[src/rtl/ghp_pkg.sv]
package ghp_pkg;

  localparam int ByteW   = 8;
  localparam int StatusW = 3;
  localparam int PhaseW  = 4;
  localparam int CountW  = 5;
  localparam int SkipW   = 16;

  typedef logic [ByteW-1:0]   byte_t;
  typedef logic [StatusW-1:0] status_t;

  // status codes
  localparam status_t ST_OK          = 3'd0;
  localparam status_t ST_BAD_MAGIC   = 3'd1;
  localparam status_t ST_BAD_METHOD  = 3'd2;
  localparam status_t ST_NAME_CUT    = 3'd3;
  localparam status_t ST_COMMENT_CUT = 3'd4;
  localparam status_t ST_HEADER_CUT  = 3'd5;

  // one result beat
  typedef struct packed {
    byte_t   out_byte;
    logic    is_payload;
    logic    done_res;
    status_t status;
  } ghp_res_t;

endpackage

[src/rtl/ghp_in_if.sv]
interface ghp_in_if;
  logic           valid;
  logic           ready;
  ghp_pkg::byte_t data_byte;
  logic           last;

  modport source (output valid, output data_byte, output last, input ready);
  modport sink   (input valid, input data_byte, input last, output ready);
endinterface

[src/rtl/ghp_out_if.sv]
interface ghp_out_if;
  logic             valid;
  logic             ready;
  ghp_pkg::byte_t   out_byte;
  logic             is_payload;
  logic             done_res;
  ghp_pkg::status_t status;

  modport source (output valid, output out_byte, output is_payload, output done_res,
                  output status, input ready);
  modport sink   (input valid, input out_byte, input is_payload, input done_res,
                  input status, output ready);
endinterface

[src/rtl/ghp_core.sv]
module ghp_core (
  input  logic              clk,
  input  logic              rst_n,
  input  logic              accept,
  input  ghp_pkg::byte_t    data_byte,
  input  logic              last,
  output ghp_pkg::ghp_res_t res
);
  import ghp_pkg::*;

  localparam logic [PhaseW-1:0] PH_MAGIC0  = 4'd0;
  localparam logic [PhaseW-1:0] PH_MAGIC1  = 4'd1;
  localparam logic [PhaseW-1:0] PH_METHOD  = 4'd2;
  localparam logic [PhaseW-1:0] PH_FLAGS   = 4'd3;
  localparam logic [PhaseW-1:0] PH_FIXED   = 4'd4;
  localparam logic [PhaseW-1:0] PH_XLEN0   = 4'd5;
  localparam logic [PhaseW-1:0] PH_XLEN1   = 4'd6;
  localparam logic [PhaseW-1:0] PH_EXTRA   = 4'd7;
  localparam logic [PhaseW-1:0] PH_NAME    = 4'd8;
  localparam logic [PhaseW-1:0] PH_COMMENT = 4'd9;
  localparam logic [PhaseW-1:0] PH_HCRC    = 4'd10;
  localparam logic [PhaseW-1:0] PH_PAYLOAD = 4'd11;
  localparam logic [PhaseW-1:0] PH_DEAD    = 4'd12;

  localparam byte_t MAGIC0     = 8'h1f;
  localparam byte_t MAGIC1     = 8'h8b;
  localparam byte_t METHOD_DEF = 8'd8;

  localparam int FL_FHCRC    = 1;
  localparam int FL_FEXTRA   = 2;
  localparam int FL_FNAME    = 3;
  localparam int FL_FCOMMENT = 4;

  localparam logic [CountW-1:0] MIN_LEN   = CountW'(18);
  localparam logic [CountW-1:0] FIXED_LEN = CountW'(10);
  localparam logic [SkipW-1:0]  HCRC_LEN  = SkipW'(2);

  logic [PhaseW-1:0] phase_r, phase_nxt;
  logic [CountW-1:0] count_r, count_inc;
  byte_t             flags_r, flags_nxt;
  logic [SkipW-1:0]  skip_r, skip_nxt;
  byte_t             xlen_lo_r, xlen_lo_nxt;
  status_t           err_r, err_nxt;
  logic              payload;
  status_t           status;

  // section after the one just left
  function automatic logic [PhaseW-1:0] next_section(input logic [PhaseW-1:0] stage,
                                                     input byte_t flags);
    logic [PhaseW-1:0] ns;
    if (stage < PH_NAME && flags[FL_FNAME]) begin
      ns = PH_NAME;
    end else if (stage < PH_COMMENT && flags[FL_FCOMMENT]) begin
      ns = PH_COMMENT;
    end else if (stage < PH_HCRC && flags[FL_FHCRC]) begin
      ns = PH_HCRC;
    end else begin
      ns = PH_PAYLOAD;
    end
    return ns;
  endfunction

  always_comb begin
    count_inc   = (count_r < MIN_LEN) ? count_r + CountW'(1) : count_r;
    phase_nxt   = phase_r;
    flags_nxt   = flags_r;
    skip_nxt    = skip_r;
    xlen_lo_nxt = xlen_lo_r;
    err_nxt     = err_r;
    payload     = 1'b0;

    unique case (phase_r)
      PH_MAGIC0: begin
        if (data_byte != MAGIC0) begin
          err_nxt   = ST_BAD_MAGIC;
          phase_nxt = PH_DEAD;
        end else begin
          phase_nxt = PH_MAGIC1;
        end
      end
      PH_MAGIC1: begin
        if (data_byte != MAGIC1) begin
          err_nxt   = ST_BAD_MAGIC;
          phase_nxt = PH_DEAD;
        end else begin
          phase_nxt = PH_METHOD;
        end
      end
      PH_METHOD: begin
        if (data_byte != METHOD_DEF) begin
          err_nxt   = ST_BAD_METHOD;
          phase_nxt = PH_DEAD;
        end else begin
          phase_nxt = PH_FLAGS;
        end
      end
      PH_FLAGS: begin
        flags_nxt = data_byte;
        phase_nxt = PH_FIXED;
      end
      PH_FIXED: begin
        if (count_inc >= FIXED_LEN) begin
          phase_nxt = flags_r[FL_FEXTRA] ? PH_XLEN0 : next_section(PH_EXTRA, flags_r);
        end
      end
      PH_XLEN0: begin
        xlen_lo_nxt = data_byte;
        phase_nxt   = PH_XLEN1;
      end
      PH_XLEN1: begin
        skip_nxt  = {data_byte, xlen_lo_r};
        phase_nxt = (skip_nxt != '0) ? PH_EXTRA : next_section(PH_EXTRA, flags_r);
      end
      PH_EXTRA: begin
        skip_nxt = skip_r - SkipW'(1);
        if (skip_nxt == '0) begin
          phase_nxt = next_section(PH_EXTRA, flags_r);
        end
      end
      PH_NAME: begin
        if (data_byte == '0) begin
          phase_nxt = next_section(PH_NAME, flags_r);
        end
      end
      PH_COMMENT: begin
        if (data_byte == '0) begin
          phase_nxt = next_section(PH_COMMENT, flags_r);
        end
      end
      PH_HCRC: begin
        skip_nxt = skip_r - SkipW'(1);
        if (skip_nxt == '0) begin
          phase_nxt = PH_PAYLOAD;
        end
      end
      PH_PAYLOAD: begin
        payload = 1'b1;
      end
      default: begin
        phase_nxt = PH_DEAD;
      end
    endcase

    // entering the crc section loads its length
    if (phase_nxt == PH_HCRC && phase_r != PH_HCRC) begin
      skip_nxt = HCRC_LEN;
    end
  end

  always_comb begin
    status = ST_OK;
    if (last) begin
      priority if (count_inc < MIN_LEN) begin
        status = ST_BAD_MAGIC;
      end else if (err_nxt != ST_OK) begin
        status = err_nxt;
      end else if (payload) begin
        status = ST_OK;
      end else if (phase_nxt == PH_EXTRA) begin
        status = flags_nxt[FL_FNAME] ? ST_NAME_CUT :
                 (flags_nxt[FL_FCOMMENT] ? ST_COMMENT_CUT : ST_HEADER_CUT);
      end else if (phase_nxt == PH_NAME) begin
        status = ST_NAME_CUT;
      end else if (phase_nxt == PH_COMMENT) begin
        status = ST_COMMENT_CUT;
      end else begin
        status = ST_HEADER_CUT;
      end
    end
  end

  assign res.out_byte   = data_byte;
  assign res.is_payload = payload;
  assign res.done_res   = last;
  assign res.status     = status;

  always_ff @(posedge clk) begin
    if (!rst_n) begin
      phase_r   <= PH_MAGIC0;
      count_r   <= '0;
      flags_r   <= '0;
      skip_r    <= '0;
      xlen_lo_r <= '0;
      err_r     <= ST_OK;
    end else if (accept) begin
      if (last) begin
        phase_r   <= PH_MAGIC0;
        count_r   <= '0;
        flags_r   <= '0;
        skip_r    <= '0;
        xlen_lo_r <= '0;
        err_r     <= ST_OK;
      end else begin
        phase_r   <= phase_nxt;
        count_r   <= count_inc;
        flags_r   <= flags_nxt;
        skip_r    <= skip_nxt;
        xlen_lo_r <= xlen_lo_nxt;
        err_r     <= err_nxt;
      end
    end
  end

endmodule

[src/rtl/ghp_out_reg.sv]
module ghp_out_reg (
  input  logic              clk,
  input  logic              rst_n,
  input  logic              load,
  input  ghp_pkg::ghp_res_t res_in,
  output logic              can_load,
  output logic              out_valid,
  input  logic              out_ready,
  output ghp_pkg::ghp_res_t res_out
);
  import ghp_pkg::*;

  logic     valid_r;
  ghp_res_t res_r;

  // a new beat may enter while the held one leaves
  assign can_load  = !valid_r || out_ready;
  assign out_valid = valid_r;
  assign res_out   = res_r;

  always_ff @(posedge clk) begin
    if (!rst_n) begin
      valid_r <= 1'b0;
    end else if (can_load) begin
      valid_r <= load;
    end
  end

  always_ff @(posedge clk) begin
    if (load) begin
      res_r <= res_in;
    end
  end

endmodule

[src/rtl/gzip_header_parser.sv]
// gzip member header parser
// in_ch carries the file one byte per beat (data_byte, last on the final byte).
// out_ch returns exactly one beat per input beat: the byte passed through,
// is_payload for bytes past the header (deflate data and footer), and on the
// final byte done_res with the status code (ok, bad magic or short file, bad
// method, name cut, comment cut, header cut).
// each result beat is held in the output register, valid in the cycle after its input beat is accepted.
// throughput: one byte per cycle while out_ch is not stalled; the header phase logic
// feeding the result register sets the rate.
// stall: while out_ch is stalled with a result held, in_ch.ready drops; it is
// high whenever the output register is empty or being drained this cycle.
// reset: rst_n (synchronous, active low) empties the result register and puts the
// parser at the first magic byte; after every final byte the parser rearms there too.
// payload beats that precede a failing status are to be dropped downstream.
module gzip_header_parser (
  input  logic      clk,
  input  logic      rst_n,
  ghp_in_if.sink    in_ch,
  ghp_out_if.source out_ch
);
  import ghp_pkg::*;

  logic     accept;
  logic     can_load;
  ghp_res_t res_comb;
  ghp_res_t res_held;

  assign in_ch.ready = can_load;
  assign accept      = in_ch.valid && can_load;

  // header phase tracking and per-byte result
  ghp_core u_core (
    .clk       (clk),
    .rst_n     (rst_n),
    .accept    (accept),
    .data_byte (in_ch.data_byte),
    .last      (in_ch.last),
    .res       (res_comb)
  );

  // result register toward the consumer
  ghp_out_reg u_out (
    .clk       (clk),
    .rst_n     (rst_n),
    .load      (accept),
    .res_in    (res_comb),
    .can_load  (can_load),
    .out_valid (out_ch.valid),
    .out_ready (out_ch.ready),
    .res_out   (res_held)
  );

  assign out_ch.out_byte   = res_held.out_byte;
  assign out_ch.is_payload = res_held.is_payload;
  assign out_ch.done_res   = res_held.done_res;
  assign out_ch.status     = res_held.status;

endmodule

[src/flat_wrapper.sv]
// flat-port wrapper written by rule: the top's interface ports become plain ports
module gzip_header_parser_flat import ghp_pkg::*;
  (clk, rst_n, in_ch_valid, in_ch_data_byte, in_ch_last, in_ch_ready, out_ch_valid, out_ch_out_byte, out_ch_is_payload, out_ch_done_res, out_ch_status, out_ch_ready);
  ghp_in_if in_ch_i ();
  ghp_out_if out_ch_i ();
  input  logic clk;
  input  logic rst_n;
  input wire logic [$bits(in_ch_i.valid)-1:0] in_ch_valid;
  input wire logic [$bits(in_ch_i.data_byte)-1:0] in_ch_data_byte;
  input wire logic [$bits(in_ch_i.last)-1:0] in_ch_last;
  output wire logic [$bits(in_ch_i.ready)-1:0] in_ch_ready;
  output wire logic [$bits(out_ch_i.valid)-1:0] out_ch_valid;
  output wire logic [$bits(out_ch_i.out_byte)-1:0] out_ch_out_byte;
  output wire logic [$bits(out_ch_i.is_payload)-1:0] out_ch_is_payload;
  output wire logic [$bits(out_ch_i.done_res)-1:0] out_ch_done_res;
  output wire logic [$bits(out_ch_i.status)-1:0] out_ch_status;
  input wire logic [$bits(out_ch_i.ready)-1:0] out_ch_ready;
  assign in_ch_i.valid = in_ch_valid;
  assign in_ch_i.data_byte = in_ch_data_byte;
  assign in_ch_i.last = in_ch_last;
  assign in_ch_ready = in_ch_i.ready;
  assign out_ch_valid = out_ch_i.valid;
  assign out_ch_out_byte = out_ch_i.out_byte;
  assign out_ch_is_payload = out_ch_i.is_payload;
  assign out_ch_done_res = out_ch_i.done_res;
  assign out_ch_status = out_ch_i.status;
  assign out_ch_i.ready = out_ch_ready;
  gzip_header_parser u_core (.clk(clk), .rst_n(rst_n), .in_ch(in_ch_i), .out_ch(out_ch_i));
endmodule
[config.mk]
export PLATFORM = sky130hd
export DESIGN_NAME = gzip_header_parser_flat
export DESIGN_NICKNAME = d
export VERILOG_FILES = /design/src/rtl/ghp_pkg.sv /design/src/rtl/ghp_in_if.sv /design/src/rtl/ghp_out_if.sv /design/src/rtl/ghp_core.sv /design/src/rtl/ghp_out_reg.sv /design/src/rtl/gzip_header_parser.sv /design/src/flat_wrapper.sv
export SDC_FILE = /design/constraint.sdc
export NUM_CORES = 1
export LEC_CHECK = 0
export BUFFER_PORTS_ARGS = -buffer_cell sky130_fd_sc_hd__buf_4
export CAP_MARGIN = 5
export CORE_AREA = 4 4 90 92
export CTS_CLUSTER_DIAMETER = 40
export DETAILED_ROUTE_END_ITERATION = 10
export DIE_AREA = 0 0 94 96
export GPL_TIMING_DRIVEN = 0
export HOLD_SLACK_MARGIN = 0.02
export MAX_ROUTING_LAYER = met4
export SYNTH_ARGS = -nofsm -noshare
export SYNTH_HDL_FRONTEND = slang
export SYNTH_SLANG_ARGS = --single-unit
[constraint.sdc]
create_clock -name clk -period 4.4 [get_ports clk]
set_input_delay 0.22 -clock clk [delete_from_list [all_inputs] [get_ports clk]]
set_output_delay 0.22 -clock clk [all_outputs]
set_load 0.005 [all_outputs]
==> results of run 1 <==
## cells by family after synthesis
group	share of synthesized area
AO/OA/AOI/OAI	0.266
XOR/XNOR	0.0108
buffers and inverters	0.0390
AND/OR/NAND/NOR	0.293
multiplexers	0.00618
adder cells (fa/ha/maj)	0.0116
flip-flops	0.374
## state kept, by name, indices dropped and copies added (netlist names)
register	cells
u_core.u_out.out_valid	1
u_core.u_core.err_r	3
u_core.u_core.flags_r	4
u_core.u_out.res_out	13
u_core.u_core.skip_r	16
u_core.u_core.xlen_lo_r	8
u_core.u_core.phase_r	4
u_core.u_core.count_r	5
## layout by cell type, fill, tap and decap left out, drive strengths merged, types with 4 or more instances in the layout
| cell type | synthesis | final |
|---|---|---|
| dfxtp | 41 | 41 |
| nor2 | 35 | 35 |
| buf | 7 | 34 |
| nand2 | 27 | 27 |
| a21oi | 23 | 23 |
| nor2b | 21 | 21 |
| clkbuf | 13 | 19 |
| o21ai | 17 | 17 |
| a22oi | 16 | 16 |
| nor3 | 15 | 15 |
| edfxtp | 13 | 13 |
| nor4 | 12 | 12 |
| nand2b | 10 | 10 |
| inv | 8 | 9 |
| nor3b | 8 | 8 |
| and2 | 7 | 7 |
| a31oi | 6 | 6 |
| a211oi | 6 | 6 |
| a21o | 5 | 5 |
| o21bai | 5 | 5 |
| nand3 | 5 | 5 |
| a211o | 4 | 4 |
| nand4 | 4 | 4 |
| o2bb2ai | 4 | 4 |
| o31ai | 4 | 4 |
| o22ai | 4 | 4 |
## power by group through the flow
stage	clock network, mW	logic, mW	registers, mW
finish	0.308	0.105	0.522
global route	0.336	0.113	0.524
CTS	0.315	0.105	0.522
detailed placement	0	0.104	0.534
global placement	0	0.103	0.533
floorplan	0	0.0555	0.534
## cell usage after synthesis (10+ instances only)
cell type	number
o21ai_0	15
nor2b_1	21
a21oi_1	23
nor4_1	10
nand2_1	27
nand2b_1	10
dfxtp_1	41
nor3_1	15
edfxtp_1	13
a22oi_1	16
clkbuf_1	13
nor2_1	35
## cell type report
type                            count  area [um2]
Timing Repair Buffer               28         208
Clock buffer                        5        68.8
Clock inverter                      3        28.8
Tap cell                           99         124
Inverter                            8        30.0
Sequential cell                    54        1210
Buffer                             20        96.3
Multi-Input combinational cell    295        1900
Fill cell                         749        3540
## through the flow
| stage | instance area (um2) | utilization |
|---|---|---|
| after floorplan | 3240 | - |
| after global placement | 3570 | 0.494 |
| after detailed placement | 3570 | 0.494 |
| after CTS | 3660 | 0.508 |
| after global routing | 3670 | 0.509 |
| final | 3670 | 0.509 |
## per-layer routing
| metal | wire length [um] | vias up |
|---|---|---|
| li1 | - | 1501 |
| met1 | 4330 | 1471 |
| met2 | 3870 | 120 |
| met3 | 585 | 16 |
| met4 | 162 | 0 |
| met5 | 0 | - |
## worst paths after layout
| check | endpoint | slack [ns] | cells after the start |
|---|---|---|---|
| max | u_core.u_core.skip_r[4] | 0.76 | 13 |
| min | u_core.u_out.res_out[3] | 0.08 | 1 |
| max reg2reg | u_core.u_core.skip_r[4] | 0.76 | 13 |
| min reg2reg | u_core.u_core.skip_r[14] | 0.50 | 2 |
## critical path, delay by kind of cell (launching register included)
kind / cells / cell delay (ns)
AOI/OAI and AO/OA: 5 / 1.29
and+or+nand+nor: 4 / 1.28
buffers and inverters: 3 / 0.45
DFF: 1 / 0.38
adders and majority gates: 1 / 0.13
==> reports/qor.csv, run 1 <==
metric,value,unit
status,"finished, final reports clean",
synthesized area,3240,um2
period utilization,0.827,
H-tree depth,2,
Hold Path Class,in -> reg,
max cap viols,0,
Net Sw Frac,0.275,
ANT cells,0,
cts hold-fix bufs,0,
dpl ws,0.799,ns
Setup crit start,u_core.u_core.skip_r[0],
Post-route DRC,0,
Layout area overhead,13.2,%
CTS tree,built,
first-pass GRT wire length,14.9,mm
vias in the first global route,2869,
most frequent CP cell,buf_2,
I/O Pins,28,
Pint,0.677,mW
Syn Nets,393,
initial antenna violation count,0,
Synth top area share,0.253,
register bit total from synthesis,54,
router iterations before antenna repair,5,
minimum clock period,3.64,ns
All-Layer GR Usage,0.216,
PostCTS Resize Cnt,0,
final setup margin,0.762,ns
clk_lat worst skew,0.32,ns
initial core utilization,0.449,
clock sinks,54,
maximum clock path buffer count,2,
Seq pwr share,0.559,
vias per inst,6.07,
warning count from the yosys run,0,
unrepaired setup endpoints after global routing,false,
largest net degree at the start of global routing,21,
asr flop ratio synth,0,
grt met3 use,0.0328,
M2 GR Usage,0.325,
Psw,0.257,mW
CP max-delay cell,or4_1,
post-DP HPWL,6.54,mm
fmax,0.275,GHz
number of synthesized flops with an enable pin,13,
post-synthesis average cell area,8.60,um2
largest fanout on the critical path,10,
sequential fraction of the synthesis area,0.374,
row count,31,
Yosys top cell by area,dfxtp_1,
maximum VDD drop,121,uV
ys flop type,dfxtp_1,
Leak,1.36,nW
GRT overflow,0,
DR WL/cell,17.5,um
Hold WS,0.0765,ns
met1 global-route usage,0.301,
FF-to-FF Start,u_core.u_core.skip_r[0],
Final Setup Violations,0,
Worst Setup End Kind,flop,
clock power share,0.330,
Final Hold Viols,0,
Slew HR,0.462,
highest cell delay on the worst timing path,0.57,ns
Gate power share,0.112,
NumNets Final,428,
placed cells,503,
clock root cell,clkbuf_8,
crit path kind,reg -> reg,
Hold Path Origin,in_ch_last,
Post-Layout Cell Count,512,
most used routing layer,met2,
port bufs,27,
"antenna viol nets, final",0,
Startpoint Class,flop,
Via Count,3108,
Final Wtd Congestion,0.960,
total power,0.935,mW
Area contributors post-synth,"dfxtp_1, edfxtp_1, nor2_1, nor2b_1, a22oi_1",
Num CTS Buffers,5,
Die X,94,um
Worst-Margin Slew,0.803,ns
crit path cell chain,"inv_1, ha_1, buf_2, nor3b_1, nand2_1, a211oi_1, a31oi_1, nand2b_1, or4_1, o221a_4, buf_2, o21bai_1, o2bb2ai_1",
First DRT Iteration DRCs,150,
Worst Path Required,4.62,ns
"Setup Fix Bufs, Post-CTS",0,
Synth cell types,66,
core area,7210,um2
setup tns final,0,ns
share of layout cells above drive strength 1,0.131,
Layout Skew,0.0100,ns
power per cell area,255,nW/um2
"Reg clk slew, reported paths",0.11,ns
Die ar.,9020,um2
arrival time at the worst endpoint,3.86,ns
die height,96,um
Max Slew Vio Count,0,
post-synthesis cell count,377,
DRT Wirelength,8.95,mm
(Power assumes the default switching activity.)
==> run 2: changes to the inputs <==
clock period = 3.64 ns   (was 4.4 ns; I/O delays follow)
==> run 2 against run 1 <==
Effect of this change: hold slack got worse by 0.036 ns; global-route usage did not move; final area rose by 1.1%; cell count rose by 0.20%; register-to-register slack got worse by 0.59 ns; routed wire length rose by 0.82%; clock-buffer cell count did not move; worst setup slack got worse by 0.59 ns; combinational power rose by 22%; total power rose by 21%; critical path type unchanged; largest cell class unchanged; largest power group unchanged; highest routed layer unchanged.
==> reports/qor.csv, run 2 (synthesis results as in run 1) <==
metric,value,unit
GRT overflow,0,
Post-route DRC,0,
Startpoint Class,flop,
share of layout cells above drive strength 1,0.145,
Largest Register,u_core.u_core.skip_r,
dpl ws,0.0391,ns
"antenna viol nets, final",0,
initial antenna violation count,0,
"Reg clk slew, reported paths",0.11,ns
Via Count,3125,
max cap viols,0,
Hold Path Origin,in_ch_last,
Num CTS Buffers,5,
port bufs,27,
clk_lat worst skew,0.32,ns
"commonest non-fill, non-tap cell in the layout",dfxtp_1,
hold endpoint,u_core.u_out.res_out[3],
CP max-delay cell,or4_1,
Max Slew Vio Count,0,
First DRT Iteration DRCs,169,
crit path cell chain,"inv_1, ha_1, buf_2, o21bai_1, a211o_1, a311oi_2, a31oi_2, nand2b_4, or4_1, o221a_4, buf_2, o21bai_1, o2bb2ai_1",
Layout area overhead,14.5,%
Final Hold Viols,0,
largest net degree at the start of global routing,21,
ANT cells,0,
highest cell delay on the worst timing path,0.54,ns
Reg2Reg Setup Slack,0.17,ns
All-Layer GR Usage,0.216,
router iterations before antenna repair,5,
clock sinks,54,
maximum clock path buffer count,2,
vias per inst,6.09,
period utilization,0.952,
first-pass GRT wire length,14.9,mm
arrival time at the worst endpoint,3.68,ns
minimum clock period,3.47,ns
clock root cell,clkbuf_8,
Worst Setup End Kind,flop,
post-DP HPWL,6.54,mm
Final Setup Violations,0,
status,"finished, final reports clean",
Hold Path Class,in -> reg,
largest fanout on the critical path,10,
maximum VDD drop,147,uV
Final Util,0.514,
crit path kind,reg -> reg,
core area,7210,um2
H-tree depth,2,
Die X,94,um
initial core utilization,0.449,
Die ar.,9020,um2
"commonest non-fill, non-tap cells in the layout","dfxtp_1, nor2_1, buf_4",
DRT Wirelength,9.03,mm
R2R Path End,u_core.u_core.skip_r[4],
Leak,1.37,nW
Worst-Margin Slew,0.882,ns
fmax,0.289,GHz
NumNets Final,429,
Layout Skew,0.0105,ns
Final Wtd Congestion,0.960,
total power,1.13,mW
die height,96,um
Largest register FFs,16,
Fillers,748,
FF-to-FF Start,u_core.u_core.skip_r[0],
Worst Path Required,3.86,ns
Cells on Worst Hold Path,1,
vias in the first global route,2869,
final setup margin,0.174,ns
power per cell area,305,nW/um2
Slew HR,0.410,
row count,31,
reg2reg path depth,13,
DR WL/cell,17.6,um
cts hold-fix bufs,0,
I/O Pins,28,
CTS tree,built,
-- run 2: changes by cell type in the layout (fill, tap and decap cells not counted) --
cell / previous run / this run
a211oi_1: 6 / 5
a211oi_2: 0 / 1
a31oi_1: 6 / 5
a31oi_2: 0 / 1
buf_4: 27 / 28
dfxtp_1: 41 / 39
dfxtp_2: 0 / 2
nand2b_1: 10 / 9
nand2b_4: 0 / 1
o2111ai_2: 1 / 0
o2111ai_4: 1 / 2
-- run 2: how the worst max path moves through the flow --
stage,from,endpoint,slack [ns],cells after the start
after floorplan,u_core.u_core.skip_r[0],u_core.u_core.skip_r[5],0.51,12
after CTS,u_core.u_core.skip_r[0],u_core.u_core.skip_r[4],0.02,13
after global placement,u_core.u_core.skip_r[0],u_core.u_core.skip_r[4],0.02,13
after detailed placement,u_core.u_core.skip_r[0],u_core.u_core.skip_r[4],0.04,13
final,u_core.u_core.skip_r[0],u_core.u_core.skip_r[4],0.17,13
after global routing,u_core.u_core.skip_r[0],u_core.u_core.skip_r[4],-0.02,13
-- run 2: metal layers --
| metal | up-vias | wire, um | track usage |
|---|---|---|---|
| li1 | 1508 | - | - |
| met5 | - | 0 | - |
| met4 | 0 | 141 | 0.0626 |
| met3 | 15 | 564 | 0.0328 |
| met2 | 112 | 3980 | 0.325 |
| met1 | 1490 | 4340 | 0.301 |
-- run 2: final cells by class --
type | count | area, um2 | area share
clock buffers | 5 | 68.8 | 0.0185
multi-input cells | 295 | 1930 | 0.521
plain buffers | 20 | 96.3 | 0.0260
flip-flops and latches | 54 | 1210 | 0.327
repair buffers | 29 | 215 | 0.0580
clock inverters | 3 | 28.8 | 0.00776
well taps | 99 | 124 | 0.0334
inverters | 8 | 30.0 | 0.00809
-- run 2: metrics by stage --
step,hold slack [ns],instances,TNS (ns),instance area (um2)
floorplan,0.281,377,0,3240
global placement,0.370,503,0,3570
detailed placement,0.374,503,0,3570
CTS,0.0318,511,0,3660
global route,0.0226,513,-0.0352,3710
finish,0.0407,513,0,3710
-- run 2: power breakdown --
part	total (mW)	switching (mW)	internal, mW	leakage, nW
clock network	0.371	0.228	0.143	0.0502
logic	0.128	0.0788	0.0491	0.859
registers	0.631	0.00467	0.626	0.459
total	1.13	0.311	0.819	1.37
-- run 2: timing repair --
item,in CTS,in global routing
buffers inserted,0,1
resized for setup,0,6
setup endpoints to repair,0,14
-- run 2: critical path, delay by kind of cell (launching register included) --
family                   cells  cell delay (ns)
flip-flops                   1             0.40
AO/OA/AOI/OAI                7             1.63
adder cells (fa/ha/maj)      1             0.18
AND/OR/NAND/NOR              2             0.74
buffers and inverters        3             0.42
